$ cat src/rtl/chord_thread_pixel_shader_macros.svh
// Assertion macros for the chord thread pixel shader
`ifndef CHORD_THREAD_PIXEL_SHADER_MACROS_SVH
`define CHORD_THREAD_PIXEL_SHADER_MACROS_SVH
`ifndef ASSERT_OFF
`define CTPS_ASSERT(lbl, clk, rst, prop, msg) \
  lbl: assert property (@(posedge clk) disable iff (rst) prop) else $error(msg);
`define CTPS_ASSERT_NR(lbl, clk, prop, msg) \
  lbl: assert property (@(posedge clk) prop) else $error(msg);
`else
`define CTPS_ASSERT(lbl, clk, rst, prop, msg)
`define CTPS_ASSERT_NR(lbl, clk, prop, msg)
`endif
`endif

$ cat src/rtl/ctps_pkg.sv
`default_nettype none
package ctps_pkg;

  localparam int AW = 49;

  typedef enum logic [3:0] {
    GEO_LOAD, GEO_DIFF, GEO_SQA, GEO_SQB, GEO_WCA, GEO_WSA,
    GEO_ROOT, GEO_FINISH, GEO_IDLE
  } geo_state_t;

  typedef enum logic [1:0] {
    CLS_CORE, CLS_RAMP, CLS_WHITE
  } shade_cls_t;

  localparam logic [1:0] REG_FIRST  = 2'd0;
  localparam logic [1:0] REG_SECOND = 2'd1;
  localparam logic [1:0] REG_WIDTH  = 2'd2;

  typedef struct packed {
    logic [12:0]        w;
    logic signed [29:0] wca;
    logic signed [29:0] wsa;
    logic signed [17:0] dc;
    logic signed [17:0] ds;
    logic [AW-1:0]      t128;
    logic [AW-1:0]      t192;
    logic [AW-1:0]      s16;
    logic               zero;
  } geo_t;

  function automatic longint shr_trunc(input longint v, input int s);
    if (v < 0) return -((-v) >>> s);
    return v >>> s;
  endfunction

  // Q1.15 sine of a 32-bit phase, odd Taylor series in Q30
  function automatic logic signed [15:0] sin_q15(input logic [31:0] phase);
    longint quad;
    longint frac;
    longint u;
    longint u2;
    longint t;
    longint v;
    quad = longint'(phase[31:30]);
    frac = longint'(phase[29:0]);
    u = (quad[0]) ? (longint'(1) <<< 30) - frac : frac;
    u2 = (u * u) >>> 30;
    t = 172272;
    t = shr_trunc(t * u2, 30) - 5026995;
    t = shr_trunc(t * u2, 30) + 85569306;
    t = shr_trunc(t * u2, 30) - 693598668;
    t = shr_trunc(t * u2, 30) + 1686629713;
    v = shr_trunc(t * u, 30);
    if (v < 0) v = 0;
    v = (v + 16384) >>> 15;
    if (v > 32767) v = 32767;
    if (quad >= 2) v = -v;
    return v[15:0];
  endfunction

endpackage
`default_nettype wire

$ cat src/rtl/ctps_geometry.sv
`default_nettype none
module ctps_geometry #(
  parameter int NAIL_NUM  = 256,
  parameter int MAX_WIDTH = 4096
) (
  input  wire logic          clk,
  input  wire logic          rst,
  input  wire logic          start,
  input  wire logic [7:0]    first_nail,
  input  wire logic [7:0]    second_nail,
  input  wire logic [12:0]   canvas_width,
  output ctps_pkg::geo_t     geo,
  output logic               busy
);

  logic signed [15:0] sin_tbl [256];
  logic signed [15:0] cos_tbl [256];

  for (genvar g = 0; g < 256; g++) begin : g_tbl
    localparam longint unsigned PH = (longint'(g % NAIL_NUM) << 32) / NAIL_NUM;
    localparam logic [31:0] PH32 = PH[31:0];
    localparam logic signed [15:0] SV = ctps_pkg::sin_q15(PH32);
    localparam logic signed [15:0] CV = ctps_pkg::sin_q15(PH32 + 32'h4000_0000);
    assign sin_tbl[g] = SV;
    assign cos_tbl[g] = CV;
  end

  ctps_pkg::geo_state_t state, state_next;
  logic signed [15:0] ca, sa, cb, sb;
  logic [12:0]        w;
  logic signed [17:0] dc, ds;
  logic [41:0]        acc, rem, res, bitv;
  logic [4:0]         cnt;
  logic signed [29:0] wca, wsa;
  logic [41:0]        trial;

  assign trial = res + bitv;

  always_comb begin
    state_next = state;
    case (state)
      ctps_pkg::GEO_LOAD:   state_next = ctps_pkg::GEO_DIFF;
      ctps_pkg::GEO_DIFF:   state_next = ctps_pkg::GEO_SQA;
      ctps_pkg::GEO_SQA:    state_next = ctps_pkg::GEO_SQB;
      ctps_pkg::GEO_SQB:    state_next = ctps_pkg::GEO_WCA;
      ctps_pkg::GEO_WCA:    state_next = ctps_pkg::GEO_WSA;
      ctps_pkg::GEO_WSA:    state_next = ctps_pkg::GEO_ROOT;
      ctps_pkg::GEO_ROOT:   if (cnt == 5'd20) state_next = ctps_pkg::GEO_FINISH;
      ctps_pkg::GEO_FINISH: state_next = ctps_pkg::GEO_IDLE;
      ctps_pkg::GEO_IDLE:   state_next = ctps_pkg::GEO_IDLE;
      default:              state_next = ctps_pkg::GEO_LOAD;
    endcase
    if (start) state_next = ctps_pkg::GEO_LOAD;
  end

  always_comb begin
    busy = (state != ctps_pkg::GEO_IDLE);
  end

  always_ff @(posedge clk) begin
    if (rst) begin
      state <= ctps_pkg::GEO_LOAD;
    end else begin
      state <= state_next;
    end
  end

  always_ff @(posedge clk) begin
    case (state)
      ctps_pkg::GEO_LOAD: begin
        ca <= cos_tbl[first_nail];
        sa <= sin_tbl[first_nail];
        cb <= cos_tbl[second_nail];
        sb <= sin_tbl[second_nail];
        w  <= (17'(canvas_width) > 17'(MAX_WIDTH)) ? 13'(MAX_WIDTH) : canvas_width;
      end
      ctps_pkg::GEO_DIFF: begin
        dc <= 18'(cb) - 18'(ca);
        ds <= 18'(sb) - 18'(sa);
      end
      ctps_pkg::GEO_SQA: acc <= 42'(36'(dc * dc));
      ctps_pkg::GEO_SQB: acc <= acc + 42'(36'(ds * ds));
      ctps_pkg::GEO_WCA: begin
        wca  <= signed'({1'b0, w}) * ca;
        rem  <= acc << 8;
        res  <= '0;
        bitv <= 42'd1 << 40;
        cnt  <= '0;
      end
      ctps_pkg::GEO_WSA: wsa <= signed'({1'b0, w}) * sa;
      ctps_pkg::GEO_ROOT: begin
        // one result bit per cycle
        if (rem >= trial) begin
          rem <= rem - trial;
          res <= (res >> 1) + bitv;
        end else begin
          res <= res >> 1;
        end
        bitv <= bitv >> 2;
        cnt  <= cnt + 5'd1;
      end
      ctps_pkg::GEO_FINISH: begin
        geo.w    <= w;
        geo.wca  <= wca;
        geo.wsa  <= wsa;
        geo.dc   <= dc;
        geo.ds   <= ds;
        geo.t128 <= ctps_pkg::AW'(res) << 11;
        geo.t192 <= (ctps_pkg::AW'(res) << 11) + (ctps_pkg::AW'(res) << 10);
        geo.s16  <= ctps_pkg::AW'(res) << 4;
        geo.zero <= (res == '0);
      end
      default: ;
    endcase
  end

endmodule
`default_nettype wire

$ cat config.mk
export PLATFORM = sky130hd
export DESIGN_NAME = ctps_geometry
export DESIGN_NICKNAME = d
export VERILOG_FILES = /design/src/rtl/chord_thread_pixel_shader_macros.svh /design/src/rtl/ctps_pkg.sv /design/src/rtl/ctps_geometry.sv
export SDC_FILE = /design/constraint.sdc
export NUM_CORES = 2
export LEC_CHECK = 0
export BUFFER_PORTS_ARGS = -buffer_cell sky130_fd_sc_hd__buf_2
export CORE_AREA = 2 2 587 297
export DETAILED_ROUTE_END_ITERATION = 12
export DIE_AREA = 0 0 589 299
export PLACE_DENSITY = 0.54
export SLEW_MARGIN = 15
export SYNTH_ARGS = -nofsm -noshare
export SYNTH_HDL_FRONTEND = slang
export SYNTH_SLANG_ARGS = --single-unit
$ cat constraint.sdc
create_clock -name clk -period 13.05 [get_ports clk]
set_input_delay 2.61 -clock clk [delete_from_list [all_inputs] [get_ports clk]]
set_output_delay 2.61 -clock clk [all_outputs]
set_load 0.1 [all_outputs]
# == Word level (Yosys, flattened, before mapping) ==
# Memory sizes are Yosys's and may differ from the RTL's. A register that Yosys moved wholly into a read port is not among the register bits.
# Cells that the tools add are included.
# word_totals
register_bits,521
latchBits,0
mem_bits_rw,0
rom_bits,16384
output_inout_bits,258
word_cells,68
memories,4
# memory_table
memory,words,word_bits,read_ports,rd_ports_with_merged_regs,write_ports,line_no,rtl
(name not given),256,16,1,1,0,ctps_geometry.sv:74,sb <= sin_tbl[second_nail];
(name not given),256,16,1,1,0,ctps_geometry.sv:73,cb <= cos_tbl[second_nail];
(name not given),256,16,1,1,0,ctps_geometry.sv:72,sa <= sin_tbl[first_nail];
(name not given),256,16,1,1,0,ctps_geometry.sv:71,ca <= cos_tbl[first_nail];
# op_classes
n_addsub,8
mul,4
div,0
n_lt_le_gt_ge,2
n_eq_ne,12
shift,0
muxes,9
n_bitwise,2
n_reduce_logical,7
# op_table
op,count
42-bit one-hot mux with 2 select lines,4
42-bit adder,2
42-bit two-way mux,2
17-bit by 17-bit multiplier with 34-bit output,2
14-bit by 16-bit multiplier with 30-bit output,2
49-bit adder,1
41-bit by 42-bit adder with 42-bit output,1
42-bit greater-or-equal comparator,1
42-bit zero test,1
42-bit subtractor,1
16-bit by 16-bit subtractor with 17-bit output,2
4-bit one-hot mux with 8 select lines,1
8-bit NOT with 9-bit output,2
4-bit by 3-bit == test with 1-bit output (second input constant),4
13-bit greater-than comparator (second input constant),1
5-bit one-hot mux with 2 select lines,1
4-bit by 2-bit == test with 1-bit output (second input constant),2
5-bit by 1-bit adder with 5-bit output (second input constant),1
5-bit == test (second input constant),1
4-bit by 1-bit == test with 1-bit output (second input constant),1
4-bit == test (second input constant),1
4-bit zero test,1
4-bit two-way mux,1
2-bit != test (second input constant),2
4 further kinds,6

# == Logic depth before layout (Yosys ltp) ==
# logic_depth
depth_word,4
ltp_mapped,36

# == Worst setup path before layout ==
# OpenSTA, ideal clock, no wires.
# synth_path
kind,reg-to-reg
start,register state[2]
end,"register geo[0] (netlist bit), enable pin"
setup_time_ps,741
arrival_time_ps,8515
required_ps,12309
path_slack_ps,3794
path_stages_with_launch,4
path_buffers,1
period_less_slack_ps,9256
cell_sequence,dfxtp_1 -> clkbuf_1 -> nand2b_1 -> nor2_1
# synth_via
elab_chain_len,1
# synth_rtl
element,line_no,rtl
"start, declared",ctps_geometry.sv:28,"ctps_pkg::geo_state_t state, state_next;"
"start signal, assigned",ctps_geometry.sv:62,state <= ctps_pkg::GEO_LOAD;
"start signal, assigned",ctps_geometry.sv:64,state <= state_next;
4-bit by 3-bit == test with 1-bit output,ctps_geometry.sv:69,case (state)
"end, declared",ctps_geometry.sv:12,"output ctps_pkg::geo_t geo,"
# Every way passes these cells.
# A chain may end at the register's enable or synchronous reset.

# == Worst setup path after layout ==
# layout_path
start,register ds[3]
end,"register acc[33], data pin"
# layout_via
elab_chain_len,3
# layout_rtl
element,line_no,rtl
"start, declared",ctps_geometry.sv:31,"logic signed [17:0] dc, ds;"
"start signal, assigned",ctps_geometry.sv:79,ds <= 18'(sb) - 18'(sa);
17-bit by 17-bit multiplier with 34-bit output,ctps_geometry.sv:82,ctps_pkg::GEO_SQB: acc <= acc + 42'(36'(ds * ds));
42-bit adder,ctps_geometry.sv:82,
42-bit one-hot mux with 2 select lines,ctps_geometry.sv:69,
"end signal, assigned",ctps_geometry.sv:81,ctps_pkg::GEO_SQA: acc <= 42'(36'(dc * dc));
"end signal, assigned",ctps_geometry.sv:82,
"end, declared",ctps_geometry.sv:32,"logic [41:0] acc, rem, res, bitv;"
# Every way passes these cells.

==> key figures <==
CTS
  – TritonCTS Buffers: 56
  – Clk buf depth: 3
  – Post-CTS sizing: 0
  – Setup bufs post-CTS: 0
  – # clock sinks: 507
  – Worst skew pair latency: 0.72 ns
  – Htree depth: 2
  – CTS tree: done
  – Clk pin slew, worst setup/hold paths: 0.07 ns
  – Hold buffers post-CTS: 0
  – Root buffer cell: clkbuf_16

Global routing
  – Met2 Usage GRT: 0.335
  – Largest net degree at the start of global routing: 118
  – Initial antenna violation count: 18
  – Overall routing resource usage: 0.277
  – Global route hottest layer: met1
  – GRT Residual Overflow: 0
  – Number of global-route vias before repair: 55,100
  – Met1 usage: 0.465
  – Met3 usage: 0.0903
  – First-pass GRT wire length: 367,000 um

Worst hold path
  – Class of the tightest hold or removal check: reg2reg

Critical path
  – Data required, critical path: 13.47 ns
  – R2r endpoint: acc[33]
  – Reg2Reg Depth: 32
  – Worst setup path start: ds[3]
  – Critical path peak fanout: 15
  – Crit path largest cell delay: 0.82 ns
  – Critical path's slowest cell: edfxtp_1
  – Worst Setup Path Type: reg2reg
  – Crit-path most repeated cell: fa_1
  – CP arrival: 9.46 ns
  – Startpoint Class: register
  – Reg2Reg Setup Slack: 4.01 ns
  – Worst path depth: 32
  – Worst R2R Start: ds[3]
  – Crit path to: acc[33]
  – Buffer and inverter count on the worst path: 5
  – Crit-path leading delay family: adder cells
  – Crit. End Element: register

Timing
  – Final Cycle Share: 0.693
  – Max Clock Freq: 111 MHz
  – Tmin final: 9.04 ns
  – Count of final setup violators: 0
  – Fin. Hold Viols: 0
  – Final TNS setup: 0 ns
  – Fin. max-slew vios: 0
  – Slew of the pin with the lowest slew margin: 1.20 ns
  – Fin Clk Skew: 0.0597 ns
  – Worst slew margin: 0.199
  – RSZ-0062 raised after global routing: no

Floorplanning
  – Io pins: 290
  – Starting Density: 0.416
  – Die width: 589 um
  – Die ar.: 0.176 mm2
  – # rows: 108
  – Core Footprint: 0.172 mm2
  – Die Ht: 299 um

Drt
  – Vias per std cell: 5.67
  – Routed wire per std cell: 24.3 um
  – ANT nets after route: 0
  – Initial drt markers: 6,425
  – DRT Pass-1 Iters: 8
  – Final wirelength: 244,000 um
  – # DRC: 0
  – Via Count: 56,800

Place
  – Input/output buffers: 261
  – Hpwl dp: 192,000 um
  – RePlAce Congestion: 1.00

Yosys
  – Ys async rst share: 0
  – Top FF cell, synth: edfxtp_1
  – Synth Instances: 7,640
  – Top cells by area, synth: fa_1 (27%), edfxtp_1 (21%), ha_1 (9.8%)
  – Yosys reg bits: 507
  – Post-synth EDFFs: 503
  – Yosys warns: 0
  – Syn avg cell area: 9.36 um2
  – Count of different cell masters after synthesis: 89
  – Sequential element share of the synthesized area: 0.212
  – Synth top area share: 0.266
  – Largest area contributor in the netlist: fa_1
  – Post-Syn Area: 0.0715 mm2

Cells and area
  – Most common cell after layout, fill and taps aside: inv_1
  – Layout cells sized above 1: 0.0739
  – Fill count: 16,800
  – Syn-to-layout area delta: 7.02%
  – Nets@finish: 9,200
  – Commonest non-fill, non-tap cells in the layout: inv_1 (1,196), fa_1 (949), nand2_1 (741)

Status
  – Status: completed

Job
  – MaxCap Viol Count: 0
[cells by family (layout without fill, tap and decap cells)]
group           Yosys count  in the layout  synth area share
fa+ha+maj              1510           1510             0.364
simple gates           2095           2095             0.141
compound gates         1492           1492             0.131
buf+inv                1624           1656            0.0892
xor+xnor                334            334            0.0409
mux                      77             77            0.0214
other cells               1             31         0.0000525
flops                   507            507             0.212
[registers in the layout, indices dropped and copies added (netlist names)]
signal,flops
state,4
res,42
bitv,21
wsa,30
ca,16
w,13
cb,16
ds,17
sa,16
rem,42
wca,30
dc,17
geo,188
acc,34
cnt,5
sb,16
[stage by stage]
| stage | cells | area [um2] | hold slack, ns | setup WS, ns | util |
|---|---|---|---|---|---|
| global placement | 9910 | 74700 | 0.408 | 4.13 | 0.435 |
| global route | 10000 | 76500 | 0.427 | 3.52 | 0.445 |
| finish | 10000 | 76500 | 0.419 | 4.01 | 0.445 |
| detailed placement | 9910 | 74700 | 0.407 | 4.03 | 0.435 |
| CTS | 10000 | 76500 | 0.423 | 4.01 | 0.445 |
| floorplan | 7667 | 71600 | 0.400 | 3.79 | - |
[worst min path at each step]
stage / start / end / slack [ns] / cells past startpoint
after floorplan: wsa[0] / geo[184] / 0.40 / 0
after global placement: wca[11] / geo[225] / 0.41 / 0
after detailed placement: wca[18] / geo[232] / 0.41 / 0
after CTS: wsa[17] / geo[201] / 0.42 / 0
after global routing: wca[11] / geo[225] / 0.43 / 0
final: wsa[12] / geo[196] / 0.42 / 0
[cells in the mapped netlist (69+ instances only)]
cell and n:
buf_4 69, xor2_1 104, nor2_1 409, nor3_1 103, a21o_1 112, nor2b_1 85, nand2b_1 84, a21oi_1 409
a31oi_1 71, ha_1 561, nand3_1 104, clkbuf_1 308, xnor2_1 230, edfxtp_1 503, nand2_1 741, fa_1 949
inv_1 1197, o21ai_0 406, and2_1 384
[metal layers]
metal  share of wire  up-vias
li1                -    25300
met1            0.51    28700
met2            0.36     2528
met3            0.12      206
met4           0.013        8
met5         0.00023        -
[area by class of cell]
class	instances	area [um2]	area share
timing repair buffer	351	2000	0.0262
antenna	3	7.51	0.0000981
inverter	1206	4530	0.0592
tap	2310	2890	0.0378
clock inverter	29	335	0.00438
multi-input combinational	5536	50100	0.655
sequential	507	15200	0.198
clock buffer	70	1480	0.0193
Power is not shown: default switching activity piles up to over one toggle a cycle in this logic, so the estimate is an artifact.
