### config.mk
export PLATFORM = sky130hd
export DESIGN_NAME = ctps_pipe
export DESIGN_NICKNAME = d
export VERILOG_FILES = /design/src/rtl/chord_thread_pixel_shader_macros.svh /design/src/rtl/ctps_pkg.sv /design/src/rtl/ctps_pipe.sv
export SDC_FILE = /design/constraint.sdc
export NUM_CORES = 2
export LEC_CHECK = 0
export BUFFER_PORTS_ARGS = -buffer_cell sky130_fd_sc_hd__buf_4
export CAP_MARGIN = 25
export CORE_MARGIN = 2
export CORE_UTILIZATION = 55
export CTS_BUF_LIST = sky130_fd_sc_hd__clkbuf_8
export CTS_CLUSTER_SIZE = 14
export DETAILED_ROUTE_END_ITERATION = 7
export PLACE_DENSITY = 0.75
export SLEW_MARGIN = 0
export SYNTH_ARGS = -nofsm -noshare
export SYNTH_HDL_FRONTEND = slang
export SYNTH_SLANG_ARGS = --single-unit
export TNS_END_PERCENT = 5
### constraint.sdc
create_clock -name clk -period 39.5 [get_ports clk]
set_clock_uncertainty 0.15 [all_clocks]
set_input_delay 11.85 -clock clk [delete_from_list [all_inputs] [get_ports clk]]
set_output_delay 11.85 -clock clk [all_outputs]
set_load 0.005 [all_outputs]
### src/rtl/chord_thread_pixel_shader_macros.svh
// Assertion macros for the chord thread pixel shader
`ifndef CHORD_THREAD_PIXEL_SHADER_MACROS_SVH
`define CHORD_THREAD_PIXEL_SHADER_MACROS_SVH
`ifndef ASSERT_OFF
`define CTPS_ASSERT(lbl, clk, rst, prop, msg) \
  lbl: assert property (@(posedge clk) disable iff (rst) prop) else $error(msg);
`define CTPS_ASSERT_NR(lbl, clk, prop, msg) \
  lbl: assert property (@(posedge clk) prop) else $error(msg);
`else
`define CTPS_ASSERT(lbl, clk, rst, prop, msg)
`define CTPS_ASSERT_NR(lbl, clk, prop, msg)
`endif
`endif

### src/rtl/ctps_pkg.sv
`default_nettype none
package ctps_pkg;

  localparam int AW = 49;

  typedef enum logic [3:0] {
    GEO_LOAD, GEO_DIFF, GEO_SQA, GEO_SQB, GEO_WCA, GEO_WSA,
    GEO_ROOT, GEO_FINISH, GEO_IDLE
  } geo_state_t;

  typedef enum logic [1:0] {
    CLS_CORE, CLS_RAMP, CLS_WHITE
  } shade_cls_t;

  localparam logic [1:0] REG_FIRST  = 2'd0;
  localparam logic [1:0] REG_SECOND = 2'd1;
  localparam logic [1:0] REG_WIDTH  = 2'd2;

  typedef struct packed {
    logic [12:0]        w;
    logic signed [29:0] wca;
    logic signed [29:0] wsa;
    logic signed [17:0] dc;
    logic signed [17:0] ds;
    logic [AW-1:0]      t128;
    logic [AW-1:0]      t192;
    logic [AW-1:0]      s16;
    logic               zero;
  } geo_t;

  function automatic longint shr_trunc(input longint v, input int s);
    if (v < 0) return -((-v) >>> s);
    return v >>> s;
  endfunction

  // Q1.15 sine of a 32-bit phase, odd Taylor series in Q30
  function automatic logic signed [15:0] sin_q15(input logic [31:0] phase);
    longint quad;
    longint frac;
    longint u;
    longint u2;
    longint t;
    longint v;
    quad = longint'(phase[31:30]);
    frac = longint'(phase[29:0]);
    u = (quad[0]) ? (longint'(1) <<< 30) - frac : frac;
    u2 = (u * u) >>> 30;
    t = 172272;
    t = shr_trunc(t * u2, 30) - 5026995;
    t = shr_trunc(t * u2, 30) + 85569306;
    t = shr_trunc(t * u2, 30) - 693598668;
    t = shr_trunc(t * u2, 30) + 1686629713;
    v = shr_trunc(t * u, 30);
    if (v < 0) v = 0;
    v = (v + 16384) >>> 15;
    if (v > 32767) v = 32767;
    if (quad >= 2) v = -v;
    return v[15:0];
  endfunction

endpackage
`default_nettype wire

### src/rtl/ctps_pipe.sv
`default_nettype none
module ctps_pipe (
  input  wire logic          clk,
  input  wire logic          rst,
  input  wire ctps_pkg::geo_t geo,
  input  wire logic          busy,
  input  wire logic          in_valid,
  output logic               in_ready,
  input  wire logic [11:0]   pixel_x,
  input  wire logic [11:0]   pixel_y,
  input  wire logic [7:0]    background_pixel,
  output logic               out_valid,
  input  wire logic          out_ready,
  output logic [7:0]         thread_shade,
  output logic [7:0]         blended_pixel
);

  typedef struct packed {
    logic [ctps_pkg::AW-1:0] rem;
    logic [5:0]              q;
    ctps_pkg::shade_cls_t    cls;
    logic [7:0]              bg;
  } div_t;

  logic adv;
  logic v1, v2, v3;
  logic signed [29:0] ex1, ey1;
  logic signed [47:0] p1, p2;
  logic [ctps_pkg::AW-1:0] an3;
  logic [7:0] bg1, bg2, bg3;
  logic signed [14:0] xs, ys;
  logic signed [48:0] n_c;
  logic [11:0] ramp;
  logic [8:0]  sum;
  logic [7:0]  shade_c;

  div_t div_st [7];
  div_t div_nx [6];
  logic div_v  [7];

  // advance the whole line unless the result is held
  assign adv      = !out_valid || out_ready;
  assign in_ready = adv && !busy;

  assign xs = signed'({2'b00, pixel_x, 1'b0}) - signed'({2'b00, geo.w});
  assign ys = signed'({2'b00, pixel_y, 1'b0}) - signed'({2'b00, geo.w});
  assign n_c = 49'(p1) - 49'(p2);

  always_ff @(posedge clk) begin
    if (rst) begin
      v1 <= 1'b0;
      v2 <= 1'b0;
      v3 <= 1'b0;
    end else if (adv) begin
      v1 <= in_valid && in_ready;
      v2 <= v1;
      v3 <= v2;
    end
  end

  always_ff @(posedge clk) begin
    if (adv) begin
      ex1 <= signed'({xs, 15'd0}) - geo.wca;
      ey1 <= signed'({ys, 15'd0}) - geo.wsa;
      bg1 <= background_pixel;
      p1  <= ex1 * geo.ds;
      p2  <= ey1 * geo.dc;
      bg2 <= bg1;
      an3 <= n_c[48] ? ctps_pkg::AW'(-n_c) : ctps_pkg::AW'(n_c);
      bg3 <= bg2;
    end
  end

  // valid bits of the classify stage and the quotient stages
  always_ff @(posedge clk) begin
    if (rst) begin
      for (int j = 0; j < 7; j++) div_v[j] <= 1'b0;
    end else if (adv) begin
      div_v[0] <= v3;
      for (int j = 1; j < 7; j++) div_v[j] <= div_v[j-1];
    end
  end

  // one quotient bit per stage, most significant first
  always_comb begin
    for (int j = 0; j < 6; j++) begin
      div_nx[j] = div_st[j];
      if (div_st[j].rem >= (geo.s16 << (5 - j))) begin
        div_nx[j].rem      = div_st[j].rem - (geo.s16 << (5 - j));
        div_nx[j].q[5 - j] = 1'b1;
      end
    end
  end

  // classify against the core and white thresholds, then advance the quotient steps
  always_ff @(posedge clk) begin
    if (adv) begin
      div_st[0].rem <= an3 - geo.t128;
      div_st[0].q   <= '0;
      div_st[0].bg  <= bg3;
      if (geo.zero || an3 >= geo.t192) begin
        div_st[0].cls <= ctps_pkg::CLS_WHITE;
      end else if (an3 < geo.t128) begin
        div_st[0].cls <= ctps_pkg::CLS_CORE;
      end else begin
        div_st[0].cls <= ctps_pkg::CLS_RAMP;
      end
      for (int j = 0; j < 6; j++) div_st[j+1] <= div_nx[j];
    end
  end

  assign ramp = 12'(div_st[6].q) * 12'd55;

  always_comb begin
    case (div_st[6].cls)
      ctps_pkg::CLS_CORE:  shade_c = 8'd200;
      ctps_pkg::CLS_RAMP:  shade_c = 8'd200 + 8'(ramp >> 6);
      ctps_pkg::CLS_WHITE: shade_c = 8'd255;
      default:             shade_c = 8'd255;
    endcase
  end

  assign sum = 9'(div_st[6].bg) + 9'(shade_c);

  always_ff @(posedge clk) begin
    if (rst) begin
      out_valid <= 1'b0;
    end else if (adv) begin
      out_valid <= div_v[6];
    end
  end

  always_ff @(posedge clk) begin
    if (adv) begin
      thread_shade  <= shade_c;
      blended_pixel <= (sum > 9'd255) ? 8'(sum - 9'd255) : 8'd0;
    end
  end

endmodule
`default_nettype wire

* Word-level counts from Yosys, hierarchy flattened
Memories as Yosys holds them, arrays and structs flattened. A register that Yosys moved wholly into a read port is not among the register bits.
Index checks and enable logic that the tools add are counted.
** Word-level totals
- Flip-flop bits (word level) :: 248
- Memories kept :: 2
- Bits in writable memories :: 462
- Word-level logic and storage cells :: 100
- Output and inout bits :: 18
** Cells by class
- Multiply operators :: 3
- Equal/unequal tests :: 1
- Reductions and logical operators :: 7
- Add/sub/neg operators :: 16
- Bitwise logic cells :: 9
- Multiplexer cells :: 39
- $lt $le $gt $ge :: 9
** Memories
- div_st :: words 7, bits a word 65, rd ports 7, clocked after Yosys merged registers in 0, wr ports 7, line ctps_pipe.sv:37 : div_t div_st [7];
- div_v :: words 7, bits a word 1, rd ports 7, clocked after Yosys merged registers in 1, wr ports 7, line ctps_pipe.sv:39 : logic div_v [7];
** Operator list (count)
- greater-or-equal comparator 49 bit :: 7
- subtractor 49 bit :: 7
- two-way mux 49 bit :: 5
- multiplier 30 x 18 -> 48 bit :: 2
- subtractor 29 x 30 -> 30 bit :: 2
- two-way mux 50 bit :: 1
- < comparator 49 bit :: 1
- negator 49 bit :: 1
- subtractor 48 x 48 -> 49 bit :: 1
- two-way mux 48 bit :: 1
- two-way mux 1 bit :: 29
- subtractor 13 x 13 -> 14 bit :: 2
- case mux 8 bit (2 select lines) :: 1
- multiplier 6 x 6 -> 12 bit, second input constant :: 1
- adder 8 x 8 -> 9 bit :: 1
- greater-than comparator 9 x 8 -> 1 bit, second input constant :: 1
- bitwise OR 1 bit :: 9
- adder 7 x 7 -> 8 bit, first input constant :: 1
- subtractor 8 bit, second input constant :: 1
- two-way mux 2 bit :: 2
- equality test 2 x 1 -> 1 bit, second input constant :: 1
- logical AND 1 bit :: 2
- zero test 1 bit :: 2
- zero test 2 bit :: 1
- logical OR 1 bit :: 2

* Logic depth before layout (Yosys ltp)
- Word-level depth :: 7
- Gate-level depth with buffers :: 27
- Mapped depth without buffers :: 26

* Least setup slack after synthesis
Ideal clock, no wire load.
- Path type :: in2reg
- Start point :: input out_ready
- End point :: register an3[0] in the netlist's numbering, enable pin
- Setup slack :: 14259 ps
- Arrival :: 24122 ps
- Stages on the path :: 3
- Data required time :: 38381 ps
- Path through :: nor2b_1 > clkbuf_1 > inv_1
** On the way
- Word-level cells in the longest chain between the ends :: 1
** RTL lines
- from (decl) :: line ctps_pipe.sv:13 : input wire logic out_ready,
- logical OR 1 bit :: line ctps_pipe.sv:42 : assign adv = !out_valid || out_ready;
- to (signal assigned) :: line ctps_pipe.sv:69 : an3 <= n_c[48] ? ctps_pkg::AW'(-n_c) : ctps_pkg::AW'(n_c);
- to (decl) :: line ctps_pipe.sv:29 : logic [ctps_pkg::AW-1:0] an3;
No other way between the ends.
A chain may end at the register's enable or synchronous reset.

* Final worst setup path
- Start point :: input out_ready
- End point :: output in_ready
** On the way
- Word-level cells in the longest chain between the ends :: 2
** RTL lines
- logical OR 1 bit :: line ctps_pipe.sv:42
- logical AND 1 bit :: line ctps_pipe.sv:43 : assign in_ready = adv && !busy;
- to (decl) :: line ctps_pipe.sv:8 : output logic in_ready,
No other way between the ends.

==> summary.md <==
| Metric | Value |
|---|---|
| Cells after Synth | between 9000 and 10000 |
| GR Overflow Total | 0 |
| Avg Cell Area, Syn | ~9.4 µm² |
| R2r worst-path depth | 22 |
| Post-route minimum period | roughly 25 ns |
| Syn_nets | ~11000 |
| Final period util | 63.1% |
| Vias in the first global route | just under 70000 |
| Commonest non-fill, non-tap cells in the layout | inv_1, fa_1, nand2_1 |
| Die Y-Extent | 397 µm |
| R2r setup slk | between 30 and 40 ns |
| Dominant cell type by area after synthesis | fa_1 |
| Full die area | 0.158 mm² |
| Async S/R FF share, synth | 0% |
| CTS Buf Count | 118 |
| CTS sink count | about 640 |
| Global-route wire length before repair | between 300 and 400 mm |
| Slowest CP cell | nor2b_1 |
| Req. time, crit path | approximately 28 ns |
| Worst skew pair latency | between 0.8 and 0.9 ns |
| Final count of hold timing violations | 0 |
| Share of the synthesized area in the top cell type | between 20% and 30% |
| Clock buffer depth | 3 |
| Max incr delay on CP | 0.69 ns |
| HP Class | register to register |
| Final wirelength | ~230 mm |
| Worst Slack Setup Final | 14.58 ns |
| GRT Total Usage | a little under 30% |
| Final ANT Viol Nets | 0 |
| Final Util | between 50% and 60% |
| CTS Root Cell | clkbuf_8 |
| Worst Hold Path EP | bg3[3] |
| Reg-to-Reg Start | ey1[9] |
| Setup crit start kind | primary input |
| Most common library cell in the layout ignoring fill and taps | inv_1 |
| IO Pins | roughly 310 |
| Post-CTS Hold Fix Bufs | 0 |
| Yosys cell types | 98 |
| Largest net degree at the start of global routing | about 120 |
| Worst slew pin tran | ~1.2 ns |
| Port bufs | slightly above 300 |
| GP Congestion | ~1 |
| Hold Crit Start | bg2[3] |
| CTS tree | built |
| Sequential fraction of the synthesis area | a little under a quarter |
| Hold slack | between 0.2 and 0.3 ns |
| Synthesized area | between 0.08 and 0.09 mm² |
| Per-cell routed wire length | between 20 and 25 µm |
| Row cnt | between 100 and 150 |
| Initial antenna violation count | 19 |
| Core ar. | around 0.15 mm² |
| Starting Density | approximately 55% |
| Critical path capture point type | primary output |
| Via count | 65700 |
| DR pass1 iterations | 8 |
| Slew headroom | a little over a fifth |
| Crit path cell chain | buf_4 -> nor2b_1 -> nor2_1 -> buf_4 |
| Layout area overhead | 7.48% |
| Crit Path Max Fanout | 11 |
| Fin Setup TNS | 0 ns |
| Worst-path clk slew | approximately 0.060 ns |
| FMAX | 0.0401 GHz |
| Hold Crit Depth | 0 |
| Post-synth EDFFs | roughly 640 |
| DR vias/cell | 5.79 |
| H-tree Lvls | 3 |
| Cell mode on critical path | buf_4 |
| Die width | 397 µm |
| Max Slew Vio Count | 0 |
| Resize count post-CTS | 0 |
| Worst path arrival time | between 10 and 15 ns |
| Layout cell share with drive strength beyond 1 | 6.96% |
| Status | complete, no violations |
| R2r endpoint | p2[47] |
| Ys Warns | 0 |
| Final Setup Violations | 0 |
| Total Nets Final | 11300 |
| Register bit total from synthesis | roughly 640 |
| Iter 0 DRT Violations | between 4000 and 5000 |
| Worst setup path class | primary input to primary output |
| Synth area leaders | fa_1, edfxtp_1, ha_1 |
| Max-Cap Viols | 0 |
| Dpl ws | 14.59 ns |
| Setup repair after global routing missed its margin | no |
| Post-route DRC violation count | 0 |
| Post-DP HPWL | 185 mm |
| Post-CTS Setup Repair Bufs | 0 |
| Primary FF master, synth | edfxtp_1 |
-- how the worst max path moves through the flow --
stage / startpoint / end / slack [ns]
floorplan: out_ready / an3[0] / 14.26
global placement: out_ready / in_ready / 14.46
detailed placement: out_ready / in_ready / 14.59
CTS: out_ready / in_ready / 14.58
global route: out_ready / in_ready / 14.50
finish: out_ready / in_ready / 14.58
-- layer usage --
layer  vias up  share of wire [%]  wire, µm  global-route usage [%]
met3       699                7.0     16300                    4.63
met2      2563                 48    112000                    50.8
met5         -              0.059       138                       0
met1     32200                 38     89400                    35.4
met4        20                6.0     13900                    16.0
li1      30200                  -         -                       -
-- kinds of logic (layout without fill, tap and decap cells) --
| kind of cell | Yosys count | in the layout | share of synthesized area (%) |
|---|---|---|---|
| other | 0 | 6 | 0 |
| muxes | 84 | 84 | 1.10 |
| AOI/OAI and AO/OA | 1682 | 1682 | 12.7 |
| xor gates and xnor gates | 496 | 496 | 5.11 |
| DFF | 641 | 641 | 22.6 |
| adders and majority gates | 1808 | 1808 | 36.0 |
| buffers and inverters | 1886 | 2102 | 8.39 |
| and+or+nand+nor | 2485 | 2485 | 14.1 |
-- cells in the mapped netlist, drive strengths merged (27+ instances only) --
cell type	n
xnor2	331
nor2	445
inv	1550
o21bai	64
a21o	279
o211ai	29
nand4	95
buf	27
nor3	97
o21ai	355
fa	1061
clkbuf	308
o31ai	31
ha	747
nand2	944
a31oi	73
mux2	75
edfxtp	637
a21oi	492
nand2b	85
or3	32
nand3	101
nor2b	81
a211oi	47
o21a	87
and3	53
xor2	165
and2	442
-- sequential cells by signal, summed over array words and instances, names as in the netlist --
| name | cells |
|---|---|
| ex1 | 30 |
| p1 | 48 |
| div_v | 7 |
| p2 | 48 |
| out_valid | 1 |
| ey1 | 30 |
| an3 | 49 |
| bg1 | 8 |
| thread_shade | 8 |
| v1 | 1 |
| bg3 | 8 |
| bg2 | 8 |
| v3 | 1 |
| div_st | 385 |
| blended_pixel | 8 |
| v2 | 1 |
-- final cells by class --
class | count | area [µm²]
Inverter | 1551 | 5830
Antenna cell | 6 | 15.0
Clock buffer | 125 | 1720
Timing Repair Buffer | 338 | 2540
Fill cell | 13000 | 62500
Clock inverter | 88 | 758
Multi-Input combinational cell | 6555 | 58800
Sequential cell | 641 | 19200
Tap cell | 2044 | 2560
-- through the flow --
step,instances,area (µm²)
floorplan,9082,85000
global placement,11100,88900
detailed placement,11100,88900
CTS,11300,91400
global route,11300,91400
finish,11300,91400
-- worst max-delay path: cells and delay by family --
| family | cells | cell delay, ns |
|---|---|---|
| simple gates | 2 | 0.79 |
| buf+inv | 2 | 0.28 |
Power is not shown: default switching activity piles up to over one toggle a cycle in this logic, so the estimate is an artifact.
